===== config.mk =====
export PLATFORM = sky130hd
export DESIGN_NAME = oosr_cell
export DESIGN_NICKNAME = d
export VERILOG_FILES = /design/src/oosr_pkg.sv /design/src/oosr_cell.sv
export SDC_FILE = /design/constraint.sdc
export NUM_CORES = 1
export LEC_CHECK = 0
export ABC_AREA = 1
export BUFFER_PORTS_ARGS = -buffer_cell sky130_fd_sc_hd__buf_2
export CAP_MARGIN = 10
export CORE_UTILIZATION = 35
export CTS_CLUSTER_SIZE = 25
export DETAILED_ROUTE_END_ITERATION = 10
export SLEW_MARGIN = 15
export SYNTH_ARGS = -nofsm -noshare
export SYNTH_HDL_FRONTEND = slang
export SYNTH_SLANG_ARGS = --single-unit

===== constraint.sdc =====
create_clock -name i_clk -period 6 [get_ports i_clk]
set_clock_uncertainty 0.05 [all_clocks]
set_input_delay 0.3 -clock i_clk [delete_from_list [all_inputs] [get_ports i_clk]]
set_output_delay 0.3 -clock i_clk [all_outputs]
set_load 0.02 [all_outputs]

===== src/oosr_pkg.sv =====
`timescale 1ns / 1ps
// Shared types and constants for the segment reassembly block.
// No dependencies; compiled first.
package oosr_pkg;

    localparam int OOSR_TABLE_ENTRIES = 64;

    localparam int SEQ_W   = 64;
    localparam int LEN_W   = 16;
    localparam int DELIV_W = 22;

    typedef enum logic [1:0] {
        ST_STORED = 2'd0,
        ST_DUP    = 2'd1,
        ST_BELOW  = 2'd2,
        ST_FULL   = 2'd3
    } t_status;

    typedef enum logic [1:0] {
        S_IDLE,
        S_LOOKUP,
        S_DELIVER,
        S_DONE
    } t_state;

    typedef enum logic {
        MODE_LOOKUP,
        MODE_DELIVER
    } t_mode;

    // Token that travels down the row of cells, one cell per cycle.
    typedef struct packed {
        logic               valid;
        t_mode              mode;
        logic [SEQ_W-1:0]   key;
        logic [DELIV_W-1:0] delivered;
        logic               hit;
        logic               free_found;
    } t_pkt;

    // Broadcast write into the cell that claimed itself during the lookup.
    typedef struct packed {
        logic             en;
        logic [SEQ_W-1:0] seq;
        logic [LEN_W-1:0] len;
    } t_wr;

endpackage


===== src/oosr_cell.sv =====
`timescale 1ns / 1ps
// One table entry of the reassembly row, with its registered token stage.
// Depends on oosr_pkg.
module oosr_cell (
    input  logic           i_clk,
    input  logic           i_rst_n,
    input  oosr_pkg::t_pkt i_pkt,
    input  oosr_pkg::t_wr  i_wr,
    output oosr_pkg::t_pkt o_pkt
);
    import oosr_pkg::*;

    logic               r_valid;
    logic [SEQ_W-1:0]   r_seq;
    logic [LEN_W-1:0]   r_len;
    logic               r_claim;
    t_pkt               r_pkt;
    t_pkt               n_pkt;
    logic               w_match;
    logic [DELIV_W:0]   w_sum;

    assign w_match = i_pkt.valid && r_valid && (r_seq == i_pkt.key);
    assign w_sum   = {1'b0, i_pkt.delivered} + {{(DELIV_W + 1 - LEN_W){1'b0}}, r_len};

    always_comb begin
        n_pkt = i_pkt;
        if (i_pkt.mode == MODE_LOOKUP) begin
            n_pkt.hit        = i_pkt.hit | w_match;
            n_pkt.free_found = i_pkt.free_found | !r_valid;
        end else if (w_match) begin
            // The base moves past this entry and the chain carries on downstream.
            n_pkt.key = i_pkt.key + {{(SEQ_W - LEN_W){1'b0}}, r_len};
            n_pkt.hit = 1'b1;
            if (w_sum[DELIV_W]) begin
                n_pkt.delivered = {DELIV_W{1'b1}};
            end else begin
                n_pkt.delivered = w_sum[DELIV_W-1:0];
            end
        end
    end

    always_ff @(posedge i_clk) begin
        if (!i_rst_n) begin
            r_valid     <= 1'b0;
            r_claim     <= 1'b0;
            r_pkt.valid <= 1'b0;
        end else begin
            r_pkt <= n_pkt;
            if (i_pkt.valid && i_pkt.mode == MODE_LOOKUP) begin
                // Only the first free cell along the row takes the claim.
                r_claim <= !r_valid && !i_pkt.free_found;
            end
            if (i_wr.en && r_claim) begin
                r_valid <= 1'b1;
            end else if (w_match && i_pkt.mode == MODE_DELIVER) begin
                r_valid <= 1'b0;
            end
        end
    end

    always_ff @(posedge i_clk) begin
        if (i_wr.en && r_claim) begin
            r_seq <= i_wr.seq;
            r_len <= i_wr.len;
        end
    end

    assign o_pkt = r_pkt;

endmodule


# == Word level (Yosys, flattened, before mapping) ==
# Index checks and enable logic that the tools add are counted.
# Widths: inputs -> output; s select.
# totals
output_inout_bits,90
inputBits,173
reg_bits,172
wordCells,32
# classes
n_reduce_logical,9
eq_ne,1
addsub,2
mux,7
bitwise_logic,3
# ops
op,n
$mux 87,1
$mux 86,1
$add 64x16->64,1
$eq 64x64->1,1
$add 22x16->23,1
$mux 22,1
$logic_and 1x1->1,6
$mux 1,4
$logic_not 1->1,2
$or 1x1->1,2
$reduce_bool 2->1,1
$not 1->1,1

# == Depth between registers and ports, before layout ==
# logic_depth
ltp_word,5
mapped_depth,17
mapped_depth_nobuf,17

# == Worst setup path after synthesis ==
# Ideal clock, no wire load.
# synth_timing
path_type,reg2reg
from,reg r_claim
to,reg r_len[0] (enable)
path_stages_with_launch,3
t_arrival_ns,1.920
n_path_buf,0
required_ns,5.516
synth_period_minus_slack_ns,2.404
slack_ns,3.596
setup_ns,0.434
path_cell_list,dfxtp_1 nand2_1 inv_1
# synth_between
elab_chain_len,1
# synth_lines
item,line_no,text
start: declaration,oosr_cell.sv:16,logic r_claim;
start signal: assignment,oosr_cell.sv:51,r_claim <= !r_valid && !i_pkt.free_found;
$logic_and 1x1->1,oosr_cell.sv:62,if (i_wr.en && r_claim) begin
end signal: assignment,oosr_cell.sv:64,r_len <= i_wr.len;
end: declaration,oosr_cell.sv:15,logic [LEN_W-1:0] r_len;
# No other way between the ends.
# A chain may end at the register's enable or synchronous reset.

==> results.md <==
* Final worst slack at 2720 ps
* Grt peak-use layer: met2
* Post-route minimum period at 3280 ps
* Post-Place Setup Slack at 2640 ps
* Worst Setup Path Type: reg -> reg
* Placed insts at 2436
* RR Endpoint: o_pkt[16]$_DFFE_PP_
* GR Layer Usage met1 at 0.363
* Via/cell ratio at 4.90
* Final instance area at 0.0153 mm²
* R2R Setup Slk at 2720 ps
* Vias in the first global route at 11700
* Core Area at 0.0345 mm²
* Crit-path cells: xnor2_1 -> nand3_1 -> nor2_1 -> nand2_1 -> nor2_1 -> nand3_2 -> buf_4 -> nor2_4 -> buf_4 -> nand3_1 -> nand2_1 -> inv_1
* Hold_ws at 45.9 ps
* 1st-pass router iterations at 5
* # rows at 68
* Syn_nets at 1962
* Crit end category: register
* Hold Crit Class: in -> reg
* Arr. time, crit path at 3450 ps
* Clk root buf: clkbuf_16
* Number of port buffers at 262
* Initial antenna violation count at 2
* Post-DP Area at 0.0139 mm²
* Slew @ Worst Pin at 941 ps
* Pleak at 7.55 nW
* First-pass GRT wire length at 68.8 mm
* Clk sinks at 172
* Share of cells above drive strength 1 at 0.154
* RSZ-0062 raised after global routing: no
* Worst Setup EP: o_pkt[16]$_DFFE_PP_
* R2R Path Start: r_seq[48]$_DFFE_PP_
* CP max FO at 89
* Power, Total at 3.12 mW
* Post-Layout Cell Count at 2550
* CTS tree: done
* Slew headroom at 0.373
* R2R cell count at 12
* Clk_lat worst skew at 470 ps
* DP HPWL at 37.3 mm
* Syn Std Cell Area at 0.0122 mm²
* Layout area overhead at 25.1%
* Peak supply drop at 209 µV
* Gpl congestion at 0.987
* Crit path required time at 6170 ps
* Die area at 0.0356 mm²
* Largest net degree at the start of global routing at 90
* Die Y at 189 µm
* Fin crit share at 0.547
* Fmax at 0.305 GHz
* Clk slew on worst S/H paths at 70 ps
* Io pins at 263
* Worst-case clock buffer depth at 2
* Fin. Hold Viols at 0
* Max-Cap Viols at 0
* Initial Utilization at 0.354
* GRT met3 Usage at 0.0343
* Num CTS Buffers at 17
* Overflow after GRT at 0
* WL final at 46.0 mm
* Avg Synthesized Cell Area at 6.96 µm²
* GRT Total Usage at 0.261
* Crit-path slowest cell: buf_4
* Pwr Density at 204 mW/mm²
* Die Wd at 189 µm
* Crit-path max cell delay at 730 ps
* Post-layout util at 0.443
* Mean routed wirelength per cell at 18.0 µm
* Count of pins over their slew limit at 0
* Vias at 12500
* Fin nets at 2287
* Yosys reg bits at 172
* Synth warnings at 0
* Yosys cell types at 34
* Post-route ant nets at 0
* Crit path launch type: register
* Status: completed
* Post-synthesis sequential area ratio at 0.421
* DRT iter0 DRCs at 1123
* Post-Route Setup TNS at 0 ps
* Remaining DRCs at 0
* Htree depth at 4
* Worst Setup SP: r_seq[48]$_DFFE_PP_
* Final setup viols at 0
* M2 GR Usage at 0.420
* Mapped Cells at 1755
==> sequential cells by signal, indices dropped and copies added (netlist names) <==
| register | cells |
|---|---|
| o_pkt | 90 |
| r_seq | 64 |
| r_len | 16 |
| r_claim | 1 |
| r_valid | 1 |
==> cell type report <==
type	instances	area [µm²]
fill	3573	19200
multi-input combinational	1312	6010
sequential	172	5130
timing repair buffer	347	2150
inverter	230	863
tap	455	569
clock buffer	18	429
clock inverter	14	111
antenna	2	5.00
==> layer usage <==
layer / vias to the layer above / part of all wire
li1: 6242 / -
met1: 5740 / 0.47
met2: 465 / 0.45
met3: 53 / 0.059
met4: 0 / 0.022
met5: - / 0
==> cell usage after synthesis, drive strengths merged <==
cell | instances | area (µm²)
nand2b | 1 | 6.26
xnor2 | 27 | 236
nor3 | 33 | 165
nand2 | 731 | 2740
nor4 | 3 | 18.8
and2 | 3 | 18.8
inv | 230 | 863
buf | 26 | 145
edfxtp | 169 | 5070
nand4 | 40 | 250
nor2 | 196 | 743
fa | 2 | 40.0
a31oi | 2 | 12.5
dfxtp | 3 | 60.1
o22ai | 1 | 6.26
ha | 32 | 400
o31ai | 1 | 7.51
xor2 | 26 | 228
o21ai | 36 | 180
or2 | 8 | 50.1
clkbuf | 15 | 56.3
nand3b | 12 | 90.1
and3 | 3 | 18.8
nand3 | 121 | 611
a21oi | 29 | 145
a21boi | 1 | 7.51
o21bai | 3 | 22.5
a21o | 1 | 7.51
==> critical path: cells and delay by family, from the launching register on <==
| kind | cells | cell delay (ps) |
|---|---|---|
| flops | 1 | 420 |
| buf+inv | 3 | 1030 |
| simple gates | 8 | 1080 |
| xor+xnor | 1 | 400 |
==> kinds of logic after synthesis <==
group | count (synthesis) | share of synthesized area
buffers and inverters | 271 | 0.0872
AOI/OAI and AO/OA | 74 | 0.0319
adders and majority gates | 34 | 0.0361
and+or+nand+nor | 1151 | 0.386
DFF | 172 | 0.421
xor gates and xnor gates | 53 | 0.0380
==> layout by cell type, fill, tap and decap left out, types with 2 or more instances in the layout <==
master,synthesis,routed
nand2_1,731,731
buf_2,20,261
inv_1,216,215
nor2_1,195,195
edfxtp_1,169,169
nand3_1,120,120
dlygate4sd3_1,0,80
nand4_1,40,40
o21ai_0,36,36
nor3_1,33,33
ha_1,32,32
a21oi_1,29,29
xnor2_1,27,27
xor2_1,26,26
clkbuf_16,0,17
inv_2,14,15
nand3b_1,12,12
or2_2,8,8
inv_6,0,6
buf_4,2,6
clkinv_2,0,4
and2_1,3,3
and3_1,3,3
o21bai_1,3,3
nor4_1,3,3
dfxtp_1,3,3
diode_2,0,2
a31oi_1,2,2
fa_1,2,2
inv_8,0,2
==> how the worst min path moves through the flow <==
stage          depth (start not counted)                  from  slack [ps]              endpoint
2_1_floorplan                          2             i_pkt[89]         340  o_pkt[89]$_SDFF_PN0_
3_3_place_gp                           2  r_claim$_SDFFE_PN0P_         410  r_claim$_SDFFE_PN0P_
3_5_place_dp                           2  r_claim$_SDFFE_PN0P_         420  r_claim$_SDFFE_PN0P_
4_1_cts                                3             i_pkt[89]          20  o_pkt[89]$_SDFF_PN0_
5_1_grt                                3             i_pkt[89]          40  o_pkt[89]$_SDFF_PN0_
6_report                               3             i_pkt[89]          50  o_pkt[89]$_SDFF_PN0_
==> repair_timing <==
item	CTS	global route
hold endpoints to repair	80	0
resized for setup	0	0
hold buffers	80	0
buffers inserted	0	0
==> report_power, final <==
| part | switching [mW] | internal, mW |
|---|---|---|
| logic | 0.419 | 0.222 |
| registers | 0.0300 | 1.40 |
| clock network | 0.508 | 0.539 |
| total | 0.956 | 2.16 |
Note: power is estimated with default switching activity, not from simulation.
